[src/rtl/robust_rotzoom_hessian_accumulator_macros.svh]
// Assertion macros used by the top level for its concurrent checks.
`ifndef ROBUST_ROTZOOM_HESSIAN_ACCUMULATOR_MACROS_SVH
`define ROBUST_ROTZOOM_HESSIAN_ACCUMULATOR_MACROS_SVH

// The consequent must hold in the same cycle as the antecedent.
`define RRHA_ASSERT_SAME(lbl, clk, rstn, ante, cons) \
    lbl: assert property (@(posedge clk) disable iff (!(rstn)) (ante) |-> (cons)) \
        else $error("check failed: same-cycle implication");

// The consequent must hold in the cycle after the antecedent.
`define RRHA_ASSERT_NEXT(lbl, clk, rstn, ante, cons) \
    lbl: assert property (@(posedge clk) disable iff (!(rstn)) (ante) |=> (cons)) \
        else $error("check failed: next-cycle implication");

`endif

[src/rtl/rrha_pkg.sv]
// Shared constants, types and helper functions of the Hessian accumulator.
package rrha_pkg;

    localparam int SAMPLE_BITS = 16;
    localparam int COORD_BITS  = 12;
    localparam int ACC_BITS    = 64;
    localparam int DIFF_BITS   = SAMPLE_BITS + 1;
    localparam int POS_BITS    = COORD_BITS + 2;
    localparam int PROD_BITS   = POS_BITS + DIFF_BITS;
    localparam int ETERM_BITS  = PROD_BITS + 1;
    localparam int CX_BITS     = 13;
    localparam int THR_BITS    = 16;
    localparam int INV_BITS    = 24;
    localparam int CFG_IDX_BITS  = 3;
    localparam int CFG_DATA_BITS = 24;
    localparam int SQ_BITS     = 2 * SAMPLE_BITS;
    localparam int W_BITS      = 25;
    localparam int W_FRAC      = 24;
    localparam int DEN_BITS    = 42;
    localparam int NUM_BITS    = 57;
    localparam int WCNT_BITS   = 5;
    localparam int NUM_H       = 10;
    localparam int NUM_B       = 4;
    localparam int NUM_SUMS    = NUM_H + NUM_B;
    localparam int IDX_BITS    = 4;
    localparam int MUL_BITS    = 32;
    localparam int FIFO_DEPTH  = 2;

    typedef enum logic [CFG_IDX_BITS-1:0] {
        CFG_CENTER_X   = 3'd0,
        CFG_CENTER_Y   = 3'd1,
        CFG_THRESHOLD  = 3'd2,
        CFG_WEIGHT_EN  = 3'd3,
        CFG_INV_SIGMA  = 3'd4
    } cfg_index_t;

    typedef enum logic [2:0] {
        F_IDLE,
        F_SQUARE,
        F_PROD,
        F_DINIT,
        F_DIV,
        F_SCALE,
        F_MULT,
        F_PUSH
    } front_state_t;

    typedef enum logic [1:0] {
        B_IDLE,
        B_MAC,
        B_EMIT
    } back_state_t;

    // One classified pixel as handed from the front to the back.
    typedef struct packed {
        logic signed [ETERM_BITS-1:0] e0;
        logic signed [ETERM_BITS-1:0] e1;
        logic signed [DIFF_BITS-1:0]  dx;
        logic signed [DIFF_BITS-1:0]  dy;
        logic signed [DIFF_BITS-1:0]  it;
        logic                         last;
    } eterm_item_t;

    localparam logic [IDX_BITS-1:0] LAST_INDEX = IDX_BITS'(NUM_SUMS - 1);
    localparam logic [IDX_BITS-1:0] MAC_END    = IDX_BITS'(NUM_SUMS);
    localparam logic [IDX_BITS-1:0] FIRST_B    = IDX_BITS'(NUM_H);

    function automatic logic [DIFF_BITS-1:0] abs_diff(input logic signed [DIFF_BITS-1:0] v);
        logic [DIFF_BITS-1:0] r;
        r = v[DIFF_BITS-1] ? DIFF_BITS'(-v) : DIFF_BITS'(v);
        return r;
    endfunction

    // Row and column of each Hessian entry in the lower-triangle order.
    function automatic logic [1:0] hess_row(input logic [IDX_BITS-1:0] k);
        logic [1:0] r;
        unique case (k)
            4'd0:    r = 2'd0;
            4'd1:    r = 2'd1;
            4'd2:    r = 2'd1;
            4'd3:    r = 2'd2;
            4'd4:    r = 2'd2;
            4'd5:    r = 2'd2;
            default: r = 2'd3;
        endcase
        return r;
    endfunction

    function automatic logic [1:0] hess_col(input logic [IDX_BITS-1:0] k);
        logic [1:0] r;
        unique case (k)
            4'd0:    r = 2'd0;
            4'd1:    r = 2'd0;
            4'd2:    r = 2'd1;
            4'd3:    r = 2'd0;
            4'd4:    r = 2'd1;
            4'd5:    r = 2'd2;
            4'd6:    r = 2'd0;
            4'd7:    r = 2'd1;
            4'd8:    r = 2'd2;
            default: r = 2'd3;
        endcase
        return r;
    endfunction

endpackage

[src/rtl/rrha_back.sv]
// Back end: multiplies e terms into 14 saturating accumulators and streams the sums out.
module rrha_back (
    input  logic                                   aclk,
    input  logic                                   aresetn,
    input  rrha_pkg::eterm_item_t                  pop_item,
    input  logic                                   empty,
    output logic                                   pop,
    output logic                                   m_valid,
    input  logic                                   m_ready,
    output logic [rrha_pkg::IDX_BITS-1:0]          m_sum_index,
    output logic signed [rrha_pkg::ACC_BITS-1:0]   m_sum_value,
    output logic                                   m_sum_saturated,
    output logic                                   m_last_sum
);
    localparam int MB = rrha_pkg::MUL_BITS;
    localparam int AB = rrha_pkg::ACC_BITS;
    localparam int DB = rrha_pkg::DIFF_BITS;
    localparam logic signed [AB-1:0] ACC_MAX = {1'b0, {(AB-1){1'b1}}};
    localparam logic signed [AB-1:0] ACC_MIN = {1'b1, {(AB-1){1'b0}}};

    rrha_pkg::back_state_t state_reg, state_next;

    logic signed [MB-1:0] e_reg [4];
    logic signed [MB-1:0] nt_reg;
    logic                 last_reg;
    logic [rrha_pkg::IDX_BITS-1:0] k_reg;
    logic signed [2*MB-1:0] prod_reg;
    logic [rrha_pkg::IDX_BITS-1:0] prod_idx_reg;
    logic prod_vld_reg;

    logic signed [AB-1:0] acc_reg [rrha_pkg::NUM_SUMS];
    logic [rrha_pkg::NUM_SUMS-1:0] mark_reg;

    logic m_valid_reg, m_sat_reg, m_last_reg;
    logic [rrha_pkg::IDX_BITS-1:0] m_index_reg;
    logic signed [AB-1:0] m_value_reg;

    logic out_free, emit_go, mac_mul;
    logic signed [MB-1:0] op_a, op_b;
    logic [rrha_pkg::IDX_BITS-1:0] rd_idx;
    logic signed [AB-1:0] acc_rd;
    logic [AB:0] acc_sum;
    logic acc_ovf;

    assign out_free = !m_valid_reg || m_ready;
    assign rd_idx   = (state_reg == rrha_pkg::B_EMIT) ? k_reg : prod_idx_reg;
    assign acc_rd   = acc_reg[rd_idx];
    assign acc_sum  = {acc_rd[AB-1], acc_rd} + {prod_reg[AB-1], prod_reg[AB-1:0]};
    assign acc_ovf  = acc_sum[AB] ^ acc_sum[AB-1];

    always_comb begin
        if (k_reg < rrha_pkg::FIRST_B) begin
            op_a = e_reg[rrha_pkg::hess_row(k_reg)];
            op_b = e_reg[rrha_pkg::hess_col(k_reg)];
        end else begin
            op_a = e_reg[2'(k_reg - rrha_pkg::FIRST_B)];
            op_b = nt_reg;
        end
    end

    always_comb begin
        state_next = state_reg;
        unique case (state_reg)
            rrha_pkg::B_IDLE: begin
                if (!empty) begin
                    state_next = rrha_pkg::B_MAC;
                end
            end
            rrha_pkg::B_MAC: begin
                if (k_reg == rrha_pkg::MAC_END) begin
                    state_next = last_reg ? rrha_pkg::B_EMIT : rrha_pkg::B_IDLE;
                end
            end
            rrha_pkg::B_EMIT: begin
                if (out_free && (k_reg == rrha_pkg::LAST_INDEX)) begin
                    state_next = rrha_pkg::B_IDLE;
                end
            end
            default: state_next = rrha_pkg::B_IDLE;
        endcase
    end

    always_comb begin
        pop     = (state_reg == rrha_pkg::B_IDLE) && !empty;
        mac_mul = (state_reg == rrha_pkg::B_MAC) && (k_reg != rrha_pkg::MAC_END);
        emit_go = (state_reg == rrha_pkg::B_EMIT) && out_free;
    end

    always_ff @(posedge aclk) begin
        if (!aresetn) begin
            state_reg    <= rrha_pkg::B_IDLE;
            k_reg        <= '0;
            prod_vld_reg <= 1'b0;
            m_valid_reg  <= 1'b0;
            mark_reg     <= '0;
            for (int i = 0; i < rrha_pkg::NUM_SUMS; i++) begin
                acc_reg[i] <= '0;
            end
        end else begin
            state_reg    <= state_next;
            prod_vld_reg <= mac_mul;
            if (pop) begin
                k_reg <= '0;
            end else if (mac_mul || emit_go) begin
                k_reg <= k_reg + 1'b1;
            end else if (state_reg == rrha_pkg::B_MAC) begin
                k_reg <= '0;
            end
            if (prod_vld_reg) begin
                acc_reg[rd_idx] <= acc_ovf ? (acc_sum[AB] ? ACC_MIN : ACC_MAX)
                                           : acc_sum[AB-1:0];
                if (acc_ovf) begin
                    mark_reg[rd_idx] <= 1'b1;
                end
            end
            if (emit_go) begin
                acc_reg[rd_idx]  <= '0;
                mark_reg[rd_idx] <= 1'b0;
                m_valid_reg      <= 1'b1;
            end else if (m_ready) begin
                m_valid_reg <= 1'b0;
            end
        end
    end

    always_ff @(posedge aclk) begin
        if (pop) begin
            e_reg[0] <= MB'(pop_item.e0);
            e_reg[1] <= MB'(pop_item.e1);
            e_reg[2] <= {{(MB-DB-1){pop_item.dx[DB-1]}}, pop_item.dx, 1'b0};
            e_reg[3] <= {{(MB-DB-1){pop_item.dy[DB-1]}}, pop_item.dy, 1'b0};
            nt_reg   <= -{{(MB-DB-2){pop_item.it[DB-1]}}, pop_item.it, 2'b00};
            last_reg <= pop_item.last;
        end
        if (mac_mul) begin
            prod_reg     <= op_a * op_b;
            prod_idx_reg <= k_reg;
        end
        if (emit_go) begin
            m_index_reg <= k_reg;
            m_value_reg <= acc_rd;
            m_sat_reg   <= mark_reg[rd_idx];
            m_last_reg  <= (k_reg == rrha_pkg::LAST_INDEX);
        end
    end

    assign m_valid         = m_valid_reg;
    assign m_sum_index     = m_index_reg;
    assign m_sum_value     = m_value_reg;
    assign m_sum_saturated = m_sat_reg;
    assign m_last_sum      = m_last_reg;

endmodule

[config.mk]
export PLATFORM = sky130hd
export DESIGN_NAME = rrha_back
export DESIGN_NICKNAME = d
export VERILOG_FILES = /design/src/rtl/robust_rotzoom_hessian_accumulator_macros.svh /design/src/rtl/rrha_pkg.sv /design/src/rtl/rrha_back.sv
export SDC_FILE = /design/constraint.sdc
export NUM_CORES = 2
export LEC_CHECK = 0
export ABC_AREA = 1
export BUFFER_PORTS_ARGS = -buffer_cell sky130_fd_sc_hd__buf_2
export CAP_MARGIN = 0
export CORE_MARGIN = 2
export CORE_UTILIZATION = 45
export CTS_CLUSTER_DIAMETER = 120
export DETAILED_ROUTE_END_ITERATION = 8
export PLACE_DENSITY = 0.7
export RECOVER_POWER = 100
export SETUP_SLACK_MARGIN = 0.15
export SLEW_MARGIN = 10
export SYNTH_ARGS = -nofsm -noshare
export SYNTH_HDL_FRONTEND = slang
export SYNTH_SLANG_ARGS = --single-unit
export TNS_END_PERCENT = 20
[constraint.sdc]
create_clock -name aclk -period 16.2 [get_ports aclk]
set_input_delay 1.62 -clock aclk [delete_from_list [all_inputs] [get_ports aclk]]
set_output_delay 1.62 -clock aclk [all_outputs]
set_load 0.03 [all_outputs]
==> Word level (Yosys, flattened, before mapping) <==
Memories as Yosys holds them, arrays and structs flattened. A register that Yosys moved wholly into a read port is not among the register bits.
Cells that the tools add are included.
Widths: inputs -> output; s select.
{ "word_totals": {"ff_bits": 193, "ramBits": 1024, "rom_bits": 32, "inputBits": 120, "output_inout_bits": 72, "wordCells": 101, "memories": 3} }
{ "classes": {"add_sub_neg": 4, "n_mul": 1, "order_cmp": 3, "eq_ne": 13, "mux": 40, "bitwise": 6, "reduce_logical": 18} }
{ "memory_table": {"columns": ["name", "depth", "width", "read_ports", "rd_ports_with_merged_regs", "write_ports", "line_no", "rtl"], "rows": [
  ["acc_reg", 14, 64, 1, 0, 14, "rrha_back.sv:31", "logic signed [AB-1:0] acc_reg [rrha_pkg::NUM_SUMS];"],
  ["e_reg", 4, 32, 3, 0, 4, "rrha_back.sv:23", "logic signed [MB-1:0] e_reg [4];"],
  ["(no name shown)", 16, 2, 1, 1, 0, "rrha_pkg.sv:91", "unique case (k)"]
]} }
{ "ops": {"columns": ["cell", "count"], "rows": [
  ["$mux 64", 4],
  ["$add 64x64->65", 1],
  ["$mul 32x32->64", 1],
  ["$mux 32", 2],
  ["$reduce_or 64->1", 1],
  ["$mux 14", 4],
  ["$neg 32->32", 1],
  ["$mux 4", 6],
  ["$and 14x14->14", 1],
  ["$mux 1", 14],
  ["$not 14->14", 1],
  ["$or 14x14->14", 1],
  ["$mux 2", 6],
  ["$pmux 2 s3", 2],
  ["$eq 4x2->1 const B", 2],
  ["$eq 4x3->1 const B", 2],
  ["$eq 4x4->1 const B", 2],
  ["$logic_and 1x1->1", 5],
  ["$lt 4x5->1 const B", 1],
  ["$add 4x1->4 const B", 1],
  ["$bmux 1 s4", 1],
  ["$demux 1 s4", 1],
  ["$eq 4x1->1 const B", 1],
  ["$ge 4x1->1 const B", 1],
  ["18 further kinds", 23]
]} }

==> Longest topological paths before layout <==
{ "depth": {"ltp_word": 12, "mapped_depth": 45, "depth_no_buf": 42} }

==> Worst setup path before layout <==
Ideal clock, no wire load.
{ "synth_timing": {"kind": "in2reg", "start": "input port empty", "end": "register (tool-made name)", "setup_time_ns": 0.124, "arrival_ns": 12.971, "t_required_ns": 16.076, "slack_ns": 3.105, "path_stages": 6, "n_path_buf": 0, "path_cell_list": "nor3_1 nor2_1 o211ai_1 inv_1 ha_1 a31o_2"} }
{ "synth_rtl": {"columns": ["element", "line_no", "rtl"], "rows": [
  ["from (decl)", "rrha_back.sv:6", "input logic empty,"]
]} }

==> Final worst setup path <==
{ "layout_timing": {"start": "register k_reg[0] (netlist name)", "end": "register prod_reg[57] (data pin)"} }
{ "layout_between": {"elab_chain_len": 7, "elab_cells_between_ends": 16, "cone_classes": "1 x add/sub; 1 x mul; 1 x order compare; 5 x eq/ne; 4 x mux; 3 x reduce/logical; 1 x memory"} }
{ "layout_lines": {"columns": ["element", "line_no", "rtl"], "rows": [
  ["from (decl)", "rrha_back.sv:26", "logic [rrha_pkg::IDX_BITS-1:0] k_reg;"],
  ["from (signal assigned)", "rrha_back.sv:105", "k_reg <= k_reg + 1'b1;"],
  ["$eq 4x3->1 (tied with other cells)", "rrha_pkg.sv:77", "unique case (k)"],
  ["$reduce_or 3->1 (no source line) or $reduce_or 2->1 (tied branches)", null, null],
  ["$pmux 2 s3", "rrha_pkg.sv:77", null],
  ["$mux 2", "rrha_back.sv:52", "if (k_reg < rrha_pkg::FIRST_B) begin"],
  ["$mem_v2 4x32", null, null],
  ["$mux 32", "rrha_back.sv:52", null],
  ["$mul 32x32->64 *", "rrha_back.sv:136", "prod_reg <= op_a * op_b;"],
  ["to (signal assigned)", "rrha_back.sv:136", null],
  ["to (decl)", "rrha_back.sv:27", "logic signed [2*MB-1:0] prod_reg;"]
]} }
Mark *: on every way between the ends. The rest lies on a longest branch, timed or not. The select of a mux whose other input is x is not followed.
A chain may end at the register's enable or synchronous reset.

==> flow_summary_export.csv <==
group,metric,value,unit
run_status,status,"finished, violations left",
run_status,violations,"capacitance limit, slew limit",
clock_network,ctsHoldBuffers,0,
critical_path,slowest_delay,2.33,ns
timing,fmax,70.1,MHz
synthesis,synth.avg_cell_area,9.80,µm²
critical_path,timing.rr.start,"k_reg[0]",
clock_network,root_buffer,"clkbuf_16",
placed_design,gp_congestion,1.04,
critical_path,end_kind,"flop",
synthesis,async_reset_ff_frac,0,
final_layout,nFillCells,19700,
timing,slew_headroom,-2.40,
critical_path,path_max_fanout,77,
final_layout,largest_reg_flops,1024,
clock_network,cts_tree,"yes",
grt,antenna_found_initial,12,
min_path,worstHoldPathType,"reg -> reg",
critical_path,path_class,"reg -> reg",
grt,grt_usage,0.308,
clock_network,path_clk_slew,0.06,ns
timing,period_needed,14.26,ns
grt,grt_pass1_vias,76200,
timing,final_max_slew_viol_count,2010,
timing,finClkSkew,0.0452,ns
critical_path,crit_arrival,14.83,ns
final_layout,nets,11300,
timing,fin_crit_sh,0.880,
critical_path,required,16.76,ns
timing,rsz0062_at_grt,"false",
grt,grt_start_max_net_pins,133,
critical_path,critPathBufInv,6,
die,io_pins,192,
timing,setup_tns,0,ns
clock_network,cts_resized,0,
critical_path,crit_top_cell,"fa_1",
routing,antenna_left,0,
critical_path,cp_top_family,"buffers and inverters",
synthesis,synth_seq_cells,1315,
synthesis,syn_area,96700,µm²
job,max_cap_viol_count,49,
clock_network,cts-buffers-inserted,141,
grt,grt_pass1_wl,493000,µm
clock_network,clock_sinks,1315,
synthesis,synth_fp_nets,11300,
final_layout,drive_above_1_share,0.0460,
synthesis,ys_warn_count,0,
min_path,min-delay-start,"mark_reg[12]",
min_path,hold_depth,2,
die,coreArea,214000,µm²
synthesis,synth_seq_area_share,0.406,
synthesis,synth-edff-count,1291,
critical_path,critical_path.slowest_cell,"clkbuf_1",
timing,finalSetupViolCount,0,
routing,vias,74000,
placed_design,dp_cells,12500,
die,die_h,468,µm
routing,drc,0,
grt,grt-ovfl-total,0,
routing,drtPass1Iterations,7,
critical_path,rrSetupSlack,1.94,ns
critical_path,worstReg2RegEnd,"prod_reg[57]",
die,start_util,0.452,
synthesis,syn_inst,9872,
routing,via_per_inst,5.79,
placed_design,dp_hpwl,231000,µm
die,num_rows,170,
synthesis,synthFlopType,"edfxtp_1",
clock_network,cts_buffer_depth,3,
critical_path,critPathLaunch,"k_reg[0]",
routing,drt_iter0_drc,8498,
final_layout,areaGrowthSynthToFinish,7.11,%
die,dieArea,219000,µm²
placed_design,portBuffers,191,
final_layout,fin_util,0.484,
die,die_width,468,µm
final_layout,final_cells,12800,
critical_path,worstRegToRegCells,32,
synthesis,synth_cell_types,46,
critical_path,cp-start-kind,"flop",
clock_network,htree_levels,4,
clock_network,post_cts_buffers,0,
routing,wl,336000,µm
timing,final_hold_viol_count,0,
routing,wl_per_cell,26.3,µm
min_path,hold_end,"mark_reg[12]",
timing,worstMarginPinSlew,5.10,ns
clock_network,clock_latency,0.81,ns
## stage by stage
step           hold WS (ns)  setup slack [ns]  instance area, µm²
4_1_cts               0.468              3.73              105000
3_5_place_dp          0.455              3.77              100000
2_1_floorplan         0.429              3.10               96700
6_report              0.464              1.94              104000
3_3_place_gp          0.440              4.06              100000
5_1_grt               0.486              1.49              104000
## synth_stat cells (28+ instances only)
| cell | instances | share of area |
|---|---|---|
| ha_1 | 256 | 0.033 |
| nand3_1 | 193 | 0.010 |
| xor2_1 | 61 | 0.0055 |
| o21bai_1 | 28 | 0.0022 |
| inv_1 | 1451 | 0.056 |
| nand2_1 | 1755 | 0.068 |
| o211ai_1 | 41 | 0.0032 |
| clkbuf_1 | 386 | 0.015 |
| a21oi_1 | 261 | 0.014 |
| nand2_4 | 60 | 0.0070 |
| buf_2 | 53 | 0.0027 |
| edfxtp_1 | 1291 | 0.40 |
| nor2_1 | 1783 | 0.069 |
| clkbuf_8 | 66 | 0.0094 |
| xnor2_1 | 65 | 0.0059 |
| nand4_1 | 82 | 0.0053 |
| o21ai_0 | 205 | 0.011 |
| fa_1 | 1083 | 0.22 |
| a22oi_1 | 526 | 0.041 |
| nor3_1 | 31 | 0.0016 |
## cell families (layout without fill, tap and decap cells)
logic type,after synthesis,in the layout,synth area share
buffers and inverters,2008,2065,0.0854
AND/OR/NAND/NOR,3949,3949,0.164
multiplexers,7,7,0.000724
adder cells (fa/ha/maj),1339,1339,0.257
XOR/XNOR,126,126,0.0114
other,0,4,0
flip-flops,1315,1315,0.406
AO/OA/AOI/OAI,1128,1128,0.0751
## tightest hold or removal path, delay by kind of cell (launching register included)
kind                   cells  cell delay (ns)
AO/OA/AOI/OAI              1             0.06
buffers and inverters      1             0.06
flip-flops                 1             0.30
## metal layers
layer	global-route usage	wire length, µm	up-vias
li1	-	-	31500
met1	0.381	120000	36800
met2	0.487	153000	4606
met3	0.0717	36800	1108
met4	0.191	25200	8
met5	0	49	-
## worst max-delay path by stage
stage	endpoint	depth (start not counted)
5_1_grt	prod_reg[57]	32
2_1_floorplan	flop	6
3_5_place_dp	prod_reg[57]	32
6_report	prod_reg[57]	32
3_3_place_gp	prod_reg[57]	32
4_1_cts	prod_reg[57]	32
## layout make-up
cell class / instances / area, µm² / share of cell area
Multi-Input combinational cell: 6549 / 48900 / 0.472
Sequential cell: 1315 / 39200 / 0.379
Inverter: 1477 / 5550 / 0.0536
Clock buffer: 171 / 3650 / 0.0352
Tap cell: 2838 / 3550 / 0.0343
Timing Repair Buffer: 331 / 1850 / 0.0178
Clock inverter: 86 / 831 / 0.00802
Antenna cell: 4 / 10.0 / 0.0000966
## cells in the final DEF (no fill, tap or decap), drive strengths merged, types with 65 or more instances in the layout
| master | netlist | routed |
|---|---|---|
| a21oi | 262 | 262 |
| a22oi | 526 | 526 |
| buf | 79 | 220 |
| clkbuf | 452 | 282 |
| clkinv | 25 | 89 |
| edfxtp | 1291 | 1291 |
| fa | 1083 | 1083 |
| ha | 256 | 256 |
| inv | 1452 | 1462 |
| nand2 | 1816 | 1816 |
| nand3 | 193 | 193 |
| nand4 | 82 | 82 |
| nor2 | 1783 | 1783 |
| o21ai | 222 | 222 |
| xnor2 | 65 | 65 |
Power is not shown: default switching activity piles up to over one toggle a cycle in this logic, so the estimate is an artifact.
