**src/rtl/robust_rotzoom_hessian_accumulator_macros.svh**
```systemverilog
// Assertion macros used by the top level for its concurrent checks.
`ifndef ROBUST_ROTZOOM_HESSIAN_ACCUMULATOR_MACROS_SVH
`define ROBUST_ROTZOOM_HESSIAN_ACCUMULATOR_MACROS_SVH

// The consequent must hold in the same cycle as the antecedent.
`define RRHA_ASSERT_SAME(lbl, clk, rstn, ante, cons) \
    lbl: assert property (@(posedge clk) disable iff (!(rstn)) (ante) |-> (cons)) \
        else $error("check failed: same-cycle implication");

// The consequent must hold in the cycle after the antecedent.
`define RRHA_ASSERT_NEXT(lbl, clk, rstn, ante, cons) \
    lbl: assert property (@(posedge clk) disable iff (!(rstn)) (ante) |=> (cons)) \
        else $error("check failed: next-cycle implication");

`endif

```
**src/rtl/rrha_pkg.sv**
```systemverilog
// Shared constants, types and helper functions of the Hessian accumulator.
package rrha_pkg;

    localparam int SAMPLE_BITS = 16;
    localparam int COORD_BITS  = 12;
    localparam int ACC_BITS    = 64;
    localparam int DIFF_BITS   = SAMPLE_BITS + 1;
    localparam int POS_BITS    = COORD_BITS + 2;
    localparam int PROD_BITS   = POS_BITS + DIFF_BITS;
    localparam int ETERM_BITS  = PROD_BITS + 1;
    localparam int CX_BITS     = 13;
    localparam int THR_BITS    = 16;
    localparam int INV_BITS    = 24;
    localparam int CFG_IDX_BITS  = 3;
    localparam int CFG_DATA_BITS = 24;
    localparam int SQ_BITS     = 2 * SAMPLE_BITS;
    localparam int W_BITS      = 25;
    localparam int W_FRAC      = 24;
    localparam int DEN_BITS    = 42;
    localparam int NUM_BITS    = 57;
    localparam int WCNT_BITS   = 5;
    localparam int NUM_H       = 10;
    localparam int NUM_B       = 4;
    localparam int NUM_SUMS    = NUM_H + NUM_B;
    localparam int IDX_BITS    = 4;
    localparam int MUL_BITS    = 32;
    localparam int FIFO_DEPTH  = 2;

    typedef enum logic [CFG_IDX_BITS-1:0] {
        CFG_CENTER_X   = 3'd0,
        CFG_CENTER_Y   = 3'd1,
        CFG_THRESHOLD  = 3'd2,
        CFG_WEIGHT_EN  = 3'd3,
        CFG_INV_SIGMA  = 3'd4
    } cfg_index_t;

    typedef enum logic [2:0] {
        F_IDLE,
        F_SQUARE,
        F_PROD,
        F_DINIT,
        F_DIV,
        F_SCALE,
        F_MULT,
        F_PUSH
    } front_state_t;

    typedef enum logic [1:0] {
        B_IDLE,
        B_MAC,
        B_EMIT
    } back_state_t;

    // One classified pixel as handed from the front to the back.
    typedef struct packed {
        logic signed [ETERM_BITS-1:0] e0;
        logic signed [ETERM_BITS-1:0] e1;
        logic signed [DIFF_BITS-1:0]  dx;
        logic signed [DIFF_BITS-1:0]  dy;
        logic signed [DIFF_BITS-1:0]  it;
        logic                         last;
    } eterm_item_t;

    localparam logic [IDX_BITS-1:0] LAST_INDEX = IDX_BITS'(NUM_SUMS - 1);
    localparam logic [IDX_BITS-1:0] MAC_END    = IDX_BITS'(NUM_SUMS);
    localparam logic [IDX_BITS-1:0] FIRST_B    = IDX_BITS'(NUM_H);

    function automatic logic [DIFF_BITS-1:0] abs_diff(input logic signed [DIFF_BITS-1:0] v);
        logic [DIFF_BITS-1:0] r;
        r = v[DIFF_BITS-1] ? DIFF_BITS'(-v) : DIFF_BITS'(v);
        return r;
    endfunction

    // Row and column of each Hessian entry in the lower-triangle order.
    function automatic logic [1:0] hess_row(input logic [IDX_BITS-1:0] k);
        logic [1:0] r;
        unique case (k)
            4'd0:    r = 2'd0;
            4'd1:    r = 2'd1;
            4'd2:    r = 2'd1;
            4'd3:    r = 2'd2;
            4'd4:    r = 2'd2;
            4'd5:    r = 2'd2;
            default: r = 2'd3;
        endcase
        return r;
    endfunction

    function automatic logic [1:0] hess_col(input logic [IDX_BITS-1:0] k);
        logic [1:0] r;
        unique case (k)
            4'd0:    r = 2'd0;
            4'd1:    r = 2'd0;
            4'd2:    r = 2'd1;
            4'd3:    r = 2'd0;
            4'd4:    r = 2'd1;
            4'd5:    r = 2'd2;
            4'd6:    r = 2'd0;
            4'd7:    r = 2'd1;
            4'd8:    r = 2'd2;
            default: r = 2'd3;
        endcase
        return r;
    endfunction

endpackage

```
**src/rtl/rrha_fifo.sv**
```systemverilog
// Short queue that decouples the pixel front end from the accumulator back end.
module rrha_fifo (
    input  logic                   aclk,
    input  logic                   aresetn,
    input  logic                   push,
    input  rrha_pkg::eterm_item_t  push_item,
    output logic                   full,
    input  logic                   pop,
    output rrha_pkg::eterm_item_t  pop_item,
    output logic                   empty
);
    localparam int PTR_BITS = $clog2(rrha_pkg::FIFO_DEPTH);
    localparam int CNT_BITS = $clog2(rrha_pkg::FIFO_DEPTH + 1);

    rrha_pkg::eterm_item_t store_reg [rrha_pkg::FIFO_DEPTH];
    logic [PTR_BITS-1:0] wr_ptr_reg, rd_ptr_reg;
    logic [CNT_BITS-1:0] count_reg;

    assign full     = (count_reg == CNT_BITS'(rrha_pkg::FIFO_DEPTH));
    assign empty    = (count_reg == '0);
    assign pop_item = store_reg[rd_ptr_reg];

    always_ff @(posedge aclk) begin
        if (push) begin
            store_reg[wr_ptr_reg] <= push_item;
        end
    end

    always_ff @(posedge aclk) begin
        if (!aresetn) begin
            wr_ptr_reg <= '0;
            rd_ptr_reg <= '0;
            count_reg  <= '0;
        end else begin
            if (push) begin
                wr_ptr_reg <= (wr_ptr_reg == PTR_BITS'(rrha_pkg::FIFO_DEPTH - 1))
                              ? '0 : wr_ptr_reg + 1'b1;
            end
            if (pop) begin
                rd_ptr_reg <= (rd_ptr_reg == PTR_BITS'(rrha_pkg::FIFO_DEPTH - 1))
                              ? '0 : rd_ptr_reg + 1'b1;
            end
            if (push && !pop) begin
                count_reg <= count_reg + 1'b1;
            end else if (pop && !push) begin
                count_reg <= count_reg - 1'b1;
            end
        end
    end

endmodule

```
**config.mk**
```make
export PLATFORM = sky130hd
export DESIGN_NAME = rrha_fifo
export DESIGN_NICKNAME = d
export VERILOG_FILES = /design/src/rtl/robust_rotzoom_hessian_accumulator_macros.svh /design/src/rtl/rrha_pkg.sv /design/src/rtl/rrha_fifo.sv
export SDC_FILE = /design/constraint.sdc
export NUM_CORES = 1
export LEC_CHECK = 0
export ABC_AREA = 1
export BUFFER_PORTS_ARGS = -buffer_cell sky130_fd_sc_hd__buf_4
export CAP_MARGIN = 20
export CELL_PAD_IN_SITES_DETAIL_PLACEMENT = 0
export CELL_PAD_IN_SITES_GLOBAL_PLACEMENT = 1
export CORE_MARGIN = 5
export CORE_UTILIZATION = 35
export CTS_CLUSTER_SIZE = 12
export DETAILED_ROUTE_END_ITERATION = 6
export PLACE_DENSITY_LB_ADDON = 0.15
export SYNTH_ARGS = -nofsm -noshare
export SYNTH_HDL_FRONTEND = slang
export SYNTH_SLANG_ARGS = --single-unit
export TNS_END_PERCENT = 50
```
**constraint.sdc**
```tcl
create_clock -name aclk -period 9.2 [get_ports aclk]
set_input_delay 1.38 -clock aclk [delete_from_list [all_inputs] [get_ports aclk]]
set_output_delay 1.38 -clock aclk [all_outputs]
set_load 0.02 [all_outputs]
```
## Word-level counts from Yosys, hierarchy flattened

Memory sizes are Yosys's and may differ from the RTL's. A register that Yosys moved wholly into a read port is not among the register bits.
Index checks and enable logic that the tools add are counted.

| cells by class | value |
|---|---|
| add/sub/neg operators | 4 |
| eq/ne operators | 1 |
| multiplexer cells | 8 |
| reduce and logical (&&, ||, !) cells | 6 |

Operators with widths:

| kind | number |
|---|---|
| two-way mux 1 bit | 6 |
| two-way mux 2 bit | 2 |
| adder 1 bit, second input constant | 2 |
| adder 2 x 1 -> 2 bit, second input constant | 1 |
| equality test 2 bit, second input constant | 1 |
| logical AND 1 bit | 2 |
| logical NOT 1 bit | 2 |
| logical NOT 2 bit | 1 |
| nonzero test 2 bit | 1 |
| subtractor 2 x 1 -> 2 bit, second input constant | 1 |

| storage, ports and cells | value |
|---|---|
| register bits | 4 |
| RAM bits | 232 |
| input bits | 120 |
| output and inout bits | 118 |
| logic and storage cells | 23 |
| memories | 1 |

Memory list:

| memory | words | width | rd ports | clocked after memory_dff | write ports | line | RTL |
|---|---|---|---|---|---|---|---|
| store_reg | 2 | 116 | 1 | 1 | 1 | rrha_fifo.sv:15 | `rrha_pkg::eterm_item_t store_reg [rrha_pkg::FIFO_DEPTH];` |

## Depth between registers and ports, before layout

Gate-level depths: netlist of run 1.

| logic depth | value |
|---|---|
| word-level depth | 4 |
| mapped depth | 8 |
| gate-level depth less buffers | 8 |

## Worst setup path before layout of run 1

Ideal clock, no wire load.

| path | value |
|---|---|
| path type | input-to-reg |
| start point | in push |
| end point | mem store_reg[0][0] (netlist bit), enable pin |
| setup time | 595 ps |
| arrival time | 6,273 ps |
| data required time | 8,605 ps |
| setup slack | 2,331 ps |
| stages | 2 |
| path buffers | 0 |
| path through | inv_1 -> nor2_1 |

| between the ends | value |
|---|---|
| longest elaborated chain between the ends | 2 |

Ends and longest elaborated chain:

| item | line | RTL |
|---|---|---|
| from (decl) | rrha_fifo.sv:5 | `input logic push,` |
| two-way mux 1 bit | rrha_fifo.sv:24 | `if (push) begin` |
| two-way mux 1 bit (not written as such) | rrha_fifo.sv:25 | `store_reg[wr_ptr_reg] <= push_item;` |
| to (decl) | rrha_fifo.sv:15 |  |

No other way between the ends.

==> summary.txt, run 1 <==
Critical path
  – R2R Path Start: wr_ptr_reg
  – Crit-path cells: buf_4, mux2_2, buf_4
  – CP dominant cell by count: buf_4
  – Worst Reg-to-Reg Cells: 3
  – Crit-path max FO: 59
  – CP Depth: 3
  – Crit-path leading delay family: buffers and inverters
  – Worst EP required: 7820 ps
  – Reg-to-Reg End: store_reg[1][100]
  – Setup CP Type: flip-flop to primary output
  – WP buf/inv: 2
  – Worst Setup EP: pop_item[41]
  – Slowest stage cell, crit path: buf_4
  – CP max stage delay: 900 ps
  – CP Launch Type: flip-flop
  – Crit path DAT: 2950 ps
  – Crit path capture type: primary output
  – Slack of the worst reg-to-reg path: 6890 ps

Timing
  – Worst slew pin tran: 1017 ps
  – Clk_skew: 9.356 ps
  – Fin Setup TNS: 0 ps
  – Final Hold Fails: 0
  – Slew Limit Fails: 0
  – Final setup vio count: 0
  – Min Clock Period, post-route: 4331 ps
  – RSZ-0062 raised after global routing: false
  – Max Clock Freq: 230.9 MHz
  – Crit share post-route: 47.08%
  – Slew Limit Headroom: 32.23%

Logic synthesis
  – Syn avg cell area: 22.10 um2
  – Synth area leaders: edfxtp_1, mux2_2, mux2_4, dfxtp_1, buf_6
  – Syn Inst Count: 396
  – Synth top area share: 79.59%
  – Seq/Total Area, Yosys: 80.73%
  – Mapped cell area: 0.008753 mm2
  – Dominant synthesized flop cell: edfxtp_1
  – Synth unique cells: 14
  – Yosys top cell by area: edfxtp_1
  – Most frequent cell after synthesis: edfxtp_1
  – Top post-synthesis cells by count: edfxtp_1, mux2_2, mux2_4, nor2_1
  – Synth warnings: 0
  – Async set-or-reset flop fraction in the synthesized netlist: 0%
  – #FFs+latches synth: 237
  – Post-synth EDFFs: 232
  – Syn_nets: 517

Place
  – Port Buffers: 237
  – Post-DP Area: 0.01090 mm2
  – DP HPWL: 12100 um
  – Final Wtd Congestion: 0.6883

Route
  – Drt first-iter violations: 192
  – Via-to-Cell Ratio: 4.455
  – Drt first pass iters: 4
  – Final ANT Viol Nets: 0
  – Vias after detailed routing: 4424
  – DR WL/cell: 18.19 um
  – DRC Markers: 0
  – Routed Wire Length: 18060 um

Clock network
  – Clock latency on the worst-skew pair: 520 ps
  – Worst-path clk slew: 60 ps
  – TritonCTS Buffers: 26
  – Maximum clock path buffer count: 3
  – # Post-CTS Setup Buffers: 0
  – # hold bufs at CTS: 0
  – H-Tree Depth: 1
  – Cells resized by post-CTS repair: 0
  – Clk sinks: 237
  – Clock root cell: clkbuf_16
  – CTS tree: done

Finish
  – Share of cells above drive strength 1: 58.89%
  – Area growth from synthesis to layout: 33.59%
  – Nets: 774
  – FILL cells: 2096
  – Diode count: 0
  – Max reg flops: 232
  – Post-route cell area: 0.01169 mm2

GRT
  – Largest net degree at the start of global routing: 80
  – First-pass GRT wire length: 27290 um
  – Global route total overflow: 0
  – Initial antenna violation count: 0
  – Total GRT Usage: 12.28%
  – Number of global-route vias before repair: 4788

Flow run
  – Max-capacitance violation count: 0

Floorplan
  – DIE HEIGHT: 168.1 um
  – Area of the die: 0.02827 mm2
  – Die width: 168.1 um
  – Total I/O pin count: 238
  – Initial core utilization: 35.78%
  – Rows: 57
  – Core footprint: 0.02446 mm2

Power
  – Lkg Pwr: 4.453 nW
  – Max IR drop VDD: 119.2 uV
  – Final Power: 2.502 mW
  – PwrDens: 213.9 mW/mm2

Run status
  – Status: finished clean

Min path
  – Hold Crit Class: flip-flop to flip-flop
## through the flow
stage / util [%] / hold WS (ps) / worst slack [ps] / std cells
after CTS: 47.69 / 503.7 / 4748 / 992
after global placement: 44.44 / 477.2 / 5282 / 947
after detailed placement: 44.56 / 489.4 / 5314 / 948
after floorplan: - / 463.5 / 2331 / 396
final: 47.80 / 496.1 / 4869 / 993
after global routing: 47.80 / 539.3 / 4686 / 993
## area by class of cell
type                       instances  area [um2]  share of cell area, %
clock inverter                    13       97.59                 0.8346
timing repair buffer             242        1857                  15.88
multi-input combinational        138        1562                  13.35
clock buffer                      31       669.4                  5.724
sequential                       237        7071                  60.46
inverter                           8       32.53                 0.2782
tap                              324       405.4                  3.467
## report_power, final
group	total (mW)	internal [mW]	switching, mW	leakage (nW)
combinational	0.303	0.150	0.152	1.86
clock	0.928	0.543	0.385	0.376
sequential	1.27	1.25	0.0203	2.22
total	2.50	1.94	0.558	4.45
## logic make-up (layout without fill, tap and decap cells)
logic type / count (synthesis) / after routing / share of synthesized area (%)
buf+inv: 21 / 294 / 1.515
fa+ha+maj: 1 / 1 / 0.1429
compound gates: 2 / 2 / 0.1142
flops: 237 / 237 / 80.73
simple gates: 19 / 19 / 0.8576
mux: 116 / 116 / 16.64
## worst min-delay path: stages (launching register included)
cell,delay (ps)
dfxtp_1,320
nor2_1,60
nor2_1,80
## layer usage
metal,GRT usage [%],part of all wire (%),vias to the layer above
met5,0,0,-
li1,-,-,2069
met4,3.070,2.0,0
met2,20.68,49,164
met1,15.77,41,2163
met3,3.494,7.5,28
## cell usage in the layout (no fill, tap or decap), types with 2 or more instances in the layout
cell       count
clkinv_2       4
dfxtp_1        4
clkbuf_16     26
nand2_1        8
buf_4        240
clkbuf_1       5
edfxtp_1     232
buf_16         2
clkinv_1       6
nor2_1         8
mux2_4        40
inv_1          7
mux2_2        76
## worst min-delay path by stage
stage | from | to | slack, ps | cells after the start
floorplan | rd_ptr_reg | flip-flop | 460 | 2
global placement | rd_ptr_reg | rd_ptr_reg | 480 | 2
global route | rd_ptr_reg | flip-flop | 540 | 2
detailed placement | rd_ptr_reg | rd_ptr_reg | 490 | 2
finish | rd_ptr_reg | flip-flop | 500 | 2
CTS | rd_ptr_reg | flip-flop | 500 | 2
(Power assumes the default switching activity.)
==> run 2: changes to the inputs <==
clock period = 3.55 ns   (was 9.2 ns; I/O delays follow)
==> summary.txt, run 2 (synthesized netlist as in run 1, its figures left out) <==
Clock network
  – Cells resized by post-CTS repair: 0
  – Maximum clock path buffer count: 3
  – H-Tree Depth: 1
  – # Post-CTS Setup Buffers: 0
  – Worst-path clk slew: 60 ps
  – Clock latency on the worst-skew pair: 520 ps
  – Clock root cell: clkbuf_16
  – Clk sinks: 237
  – CTS tree: done
  – TritonCTS Buffers: 26
  – # hold bufs at CTS: 0

Route
  – Routed Wire Length: 18130 um
  – Drt first-iter violations: 188
  – DRC Markers: 0
  – Final ANT Viol Nets: 0
  – Drt first pass iters: 4
  – Vias after detailed routing: 4411
  – Via-to-Cell Ratio: 4.424
  – DR WL/cell: 18.18 um

Run status
  – Status: finished clean

Power
  – Max IR drop VDD: 314.2 uV
  – Lkg Pwr: 4.481 nW
  – Clock power share: 38.5%
  – Internal: 5.172 mW
  – Final Power: 6.626 mW
  – Sw power: 1.455 mW
  – Comb pwr share: 12.1%
  – Sequential power share: 49.5%
  – Switching share of power: 21.95%
  – PwrDens: 563.5 mW/mm2

GRT
  – First-pass GRT wire length: 27320 um
  – Number of global-route vias before repair: 4944
  – Initial antenna violation count: 0
  – Largest net degree at the start of global routing: 117
  – Total GRT Usage: 12.18%
  – Global route total overflow: 0

Place
  – Final Wtd Congestion: 0.6929
  – DP HPWL: 11830 um
  – Port Buffers: 237
  – Dpl cells: 949

Floorplan
  – Initial core utilization: 35.78%
  – Die width: 168.1 um
  – Core footprint: 0.02446 mm2
  – Rows: 57
  – Area of the die: 0.02827 mm2
  – Total I/O pin count: 238
  – DIE HEIGHT: 168.1 um

Finish
  – Most frequent cells in the layout: buf_4, edfxtp_1, mux2_2
  – Area growth from synthesis to layout: 34.33%
  – Share of cells above drive strength 1: 58.99%
  – Most common library cell in the layout ignoring fill and taps: buf_4
  – Diode count: 0
  – Max reg flops: 232
  – Nets: 774
  – FILL cells: 2117
  – Post-Layout Cell Count: 997

Critical path
  – Crit path capture type: primary output
  – CP max stage delay: 500 ps
  – CP Launch Type: flip-flop
  – Crit-path max FO: 116
  – Worst EP required: 3020 ps
  – WP buf/inv: 2
  – Crit path DAT: 2150 ps
  – Setup CP Type: flip-flop to primary output
  – Crit-path cells: buf_12, mux2_2, buf_4
  – Slowest stage cell, crit path: buf_12
  – Crit-path leading delay family: buffers and inverters

Timing
  – Min Clock Period, post-route: 2680 ps
  – Crit share post-route: 75.49%
  – Final setup vio count: 0
  – Worst slew pin tran: 925.5 ps
  – Final Hold Fails: 0
  – Clk_skew: 15.96 ps
  – Slew Limit Headroom: 38.30%
  – Slew Limit Fails: 0
  – Fin Setup TNS: 0 ps
  – Max Clock Freq: 373.2 MHz
  – RSZ-0062 raised after global routing: false

Flow run
  – Max-capacitance violation count: 0

Min path
  – Hold Crit Class: primary input to flip-flop
## run 2: layer usage
layer | wire length (um) | global-route usage, % | up-vias
met5 | 0 | 0 | -
met4 | 341 | 3.317 | 0
met3 | 1629 | 4.291 | 22
met2 | 8427 | 19.46 | 180
met1 | 7729 | 15.89 | 2147
li1 | - | - | 2062
## run 2: worst paths after layout
check                           slack [ps]          start  depth (start not counted)          endpoint
worst max register to register        1800     wr_ptr_reg                          3   store_reg[1][6]
worst max-delay path                   870      flip-flop                          3     pop_item[109]
worst min-delay path                   200  push_item[18]                          1  store_reg[1][18]
worst min register to register         490     rd_ptr_reg                          2         flip-flop
## run 2: final cells by class
cell class,instances,area [um2],share of cell area [%]
Timing Repair Buffer,242,1854,15.77
Tap cell,324,405.4,3.448
Clock inverter,9,75.07,0.6384
Inverter,8,32.53,0.2767
Sequential cell,237,7071,60.13
Clock buffer,39,759.5,6.459
Multi-Input combinational cell,138,1562,13.28
## run 2: metrics by stage
stage	util [%]	hold WS, ps	setup WS (ps)	area [um2]
2_1_floorplan	-	463.5	229.7	8761
3_3_place_gp	44.66	474.7	1458	10920
3_5_place_dp	44.66	490.3	1447	10920
4_1_cts	48.07	161.8	868.8	11760
5_1_grt	48.07	163.6	801.1	11760
6_report	48.07	195.4	870.3	11760
## run 2: power by group through the flow
| stage | combinational, mW | clock, mW | sequential (mW) |
|---|---|---|---|
| floorplan | 0.442 | 0 | 3.33 |
| global placement | 0.805 | 0 | 3.33 |
| detailed placement | 0.816 | 0 | 3.34 |
| CTS | 0.817 | 2.65 | 3.28 |
| global route | 0.854 | 2.77 | 3.29 |
| finish | 0.800 | 2.55 | 3.28 |
==> run 3: changes to the inputs <==
clock period = 2.6 ns   (was 3.55 ns; I/O delays follow)
==> summary.txt, run 3 (synthesized netlist as in run 1, its figures left out) <==
Run status
  – Status: finished clean

Critical path
  – CP max stage delay: 560 ps
  – WP buf/inv: 2
  – Crit path capture type: primary output
  – Slowest stage cell, crit path: dfxtp_4
  – Crit-path max FO: 48
  – Worst EP required: 2210 ps
  – Crit-path leading delay family: flip-flops
  – Crit path DAT: 2000 ps
  – Setup CP Type: flip-flop to primary output
  – Crit-path cells: buf_12, mux2_2, buf_4
  – CP Launch Type: flip-flop

Finish
  – Diode count: 0
  – Multi-input logic area: 0.001562 mm2
  – Nets: 777
  – FILL cells: 2112
  – Final Util: 48.05%
  – Reg area: 0.007071 mm2
  – Post-route cell area: 0.01176 mm2
  – Most frequent cells in the layout: buf_4, edfxtp_1, mux2_2
  – Area growth from synthesis to layout: 34.29%
  – Share of cells above drive strength 1: 59.25%
  – Post-Layout Cell Count: 994
  – Max reg flops: 232
  – Most common library cell in the layout ignoring fill and taps: buf_4

Timing
  – Hold WS: 61.96 ps
  – Fin Setup TNS: 0 ps
  – Final Hold Fails: 0
  – Slew Limit Fails: 0
  – Worst slew pin tran: 556.7 ps
  – Max Clock Freq: 418.1 MHz
  – Crit share post-route: 92.00%
  – Slew Limit Headroom: 62.89%
  – Min Clock Period, post-route: 2392 ps
  – RSZ-0062 raised after global routing: false
  – Clk_skew: 5.294 ps
  – Final setup vio count: 0

Route
  – Drt first-iter violations: 173
  – Vias after detailed routing: 4433
  – Routed Wire Length: 18030 um
  – DR WL/cell: 18.14 um
  – Drt first pass iters: 4
  – DRC Markers: 0
  – Via-to-Cell Ratio: 4.460
  – Final ANT Viol Nets: 0

Place
  – DP HPWL: 12110 um
  – Post-DP Area: 0.01098 mm2
  – Port Buffers: 237
  – Dpl cells: 952
  – Final Wtd Congestion: 0.6978

Clock network
  – Clk sinks: 237
  – Clock root cell: clkbuf_16
  – Maximum clock path buffer count: 3
  – # Post-CTS Setup Buffers: 0
  – CTS tree: done
  – Clock latency on the worst-skew pair: 510 ps
  – H-Tree Depth: 1
  – Worst-path clk slew: 60 ps
  – TritonCTS Buffers: 26
  – # hold bufs at CTS: 0
  – Cells resized by post-CTS repair: 0

GRT
  – Total GRT Usage: 12.15%
  – Grt met1 use: 15.44%
  – Most Used Layer, Global Route: met2
  – First-pass GRT wire length: 27110 um
  – Number of global-route vias before repair: 4908
  – Met2 Track Usage GR: 20.00%
  – Grt met3 use: 4.150%
  – Largest net degree at the start of global routing: 63
  – Global route total overflow: 0
  – Initial antenna violation count: 0

Floorplan
  – Area of the die: 0.02827 mm2
  – DIE HEIGHT: 168.1 um
  – Total I/O pin count: 238
  – Initial core utilization: 35.78%
  – Rows: 57
  – Die width: 168.1 um
  – Core footprint: 0.02446 mm2

Min path
  – Hold Crit Class: primary input to flip-flop

Flow run
  – Max-capacitance violation count: 0

Power
  – Lkg Pwr: 4.476 nW
  – PwrDens: 756.0 mW/mm2
  – Max IR drop VDD: 748.9 uV
==> run 3: cell count changes in the layout (fill, tap and decap cells not counted) <==
cell / change
clkbuf_8: -6
clkbuf_1: -4
buf_12: +3
clkbuf_16: +1
clkinv_1: +1
clkinv_2: +1
clkinv_4: +1
clkinv_8: -1
clkinvlp_4: +1
==> run 3: layer usage <==
layer / vias up / share of wire, %
met5: - / 0
met4: 0 / 2.3
li1: 2067 / -
met3: 24 / 8.6
met1: 2167 / 41
met2: 175 / 48
==> run 3: stage by stage <==
step,power (mW),setup slack (ps)
finish,8.887,208.1
global route,9.256,101.2
CTS,9.050,135.5
detailed placement,5.683,698.4
global placement,5.658,712.9
floorplan,5.152,-580.8
==> run 3: area by class of cell <==
| type | count | area share, % |
|---|---|---|
| clock buffer | 30 | 5.844 |
| inverter | 8 | 0.2767 |
| timing repair buffer | 245 | 16.29 |
| sequential | 237 | 60.15 |
| tap | 324 | 3.449 |
| multi-input combinational | 138 | 13.28 |
| clock inverter | 12 | 0.7131 |
==> run 3: power breakdown <==
part           switching, mW  internal [mW]  leakage (nW)
sequential            0.0563           4.42          2.22
combinational          0.557          0.538          1.88
clock                   1.35           1.96         0.376
total                   1.96           6.92          4.48
==> run 3: worst paths after layout <==
| check | from | to | slack, ps | cells past startpoint |
|---|---|---|---|---|
| setup / recovery | flip-flop | pop_item[8] | 210 | 3 |
| hold reg to reg | rd_ptr_reg | rd_ptr_reg | 490 | 2 |
| hold / removal | push_item[9] | store_reg[0][9] | 60 | 1 |
| setup reg to reg | wr_ptr_reg | store_reg[1][19] | 980 | 3 |
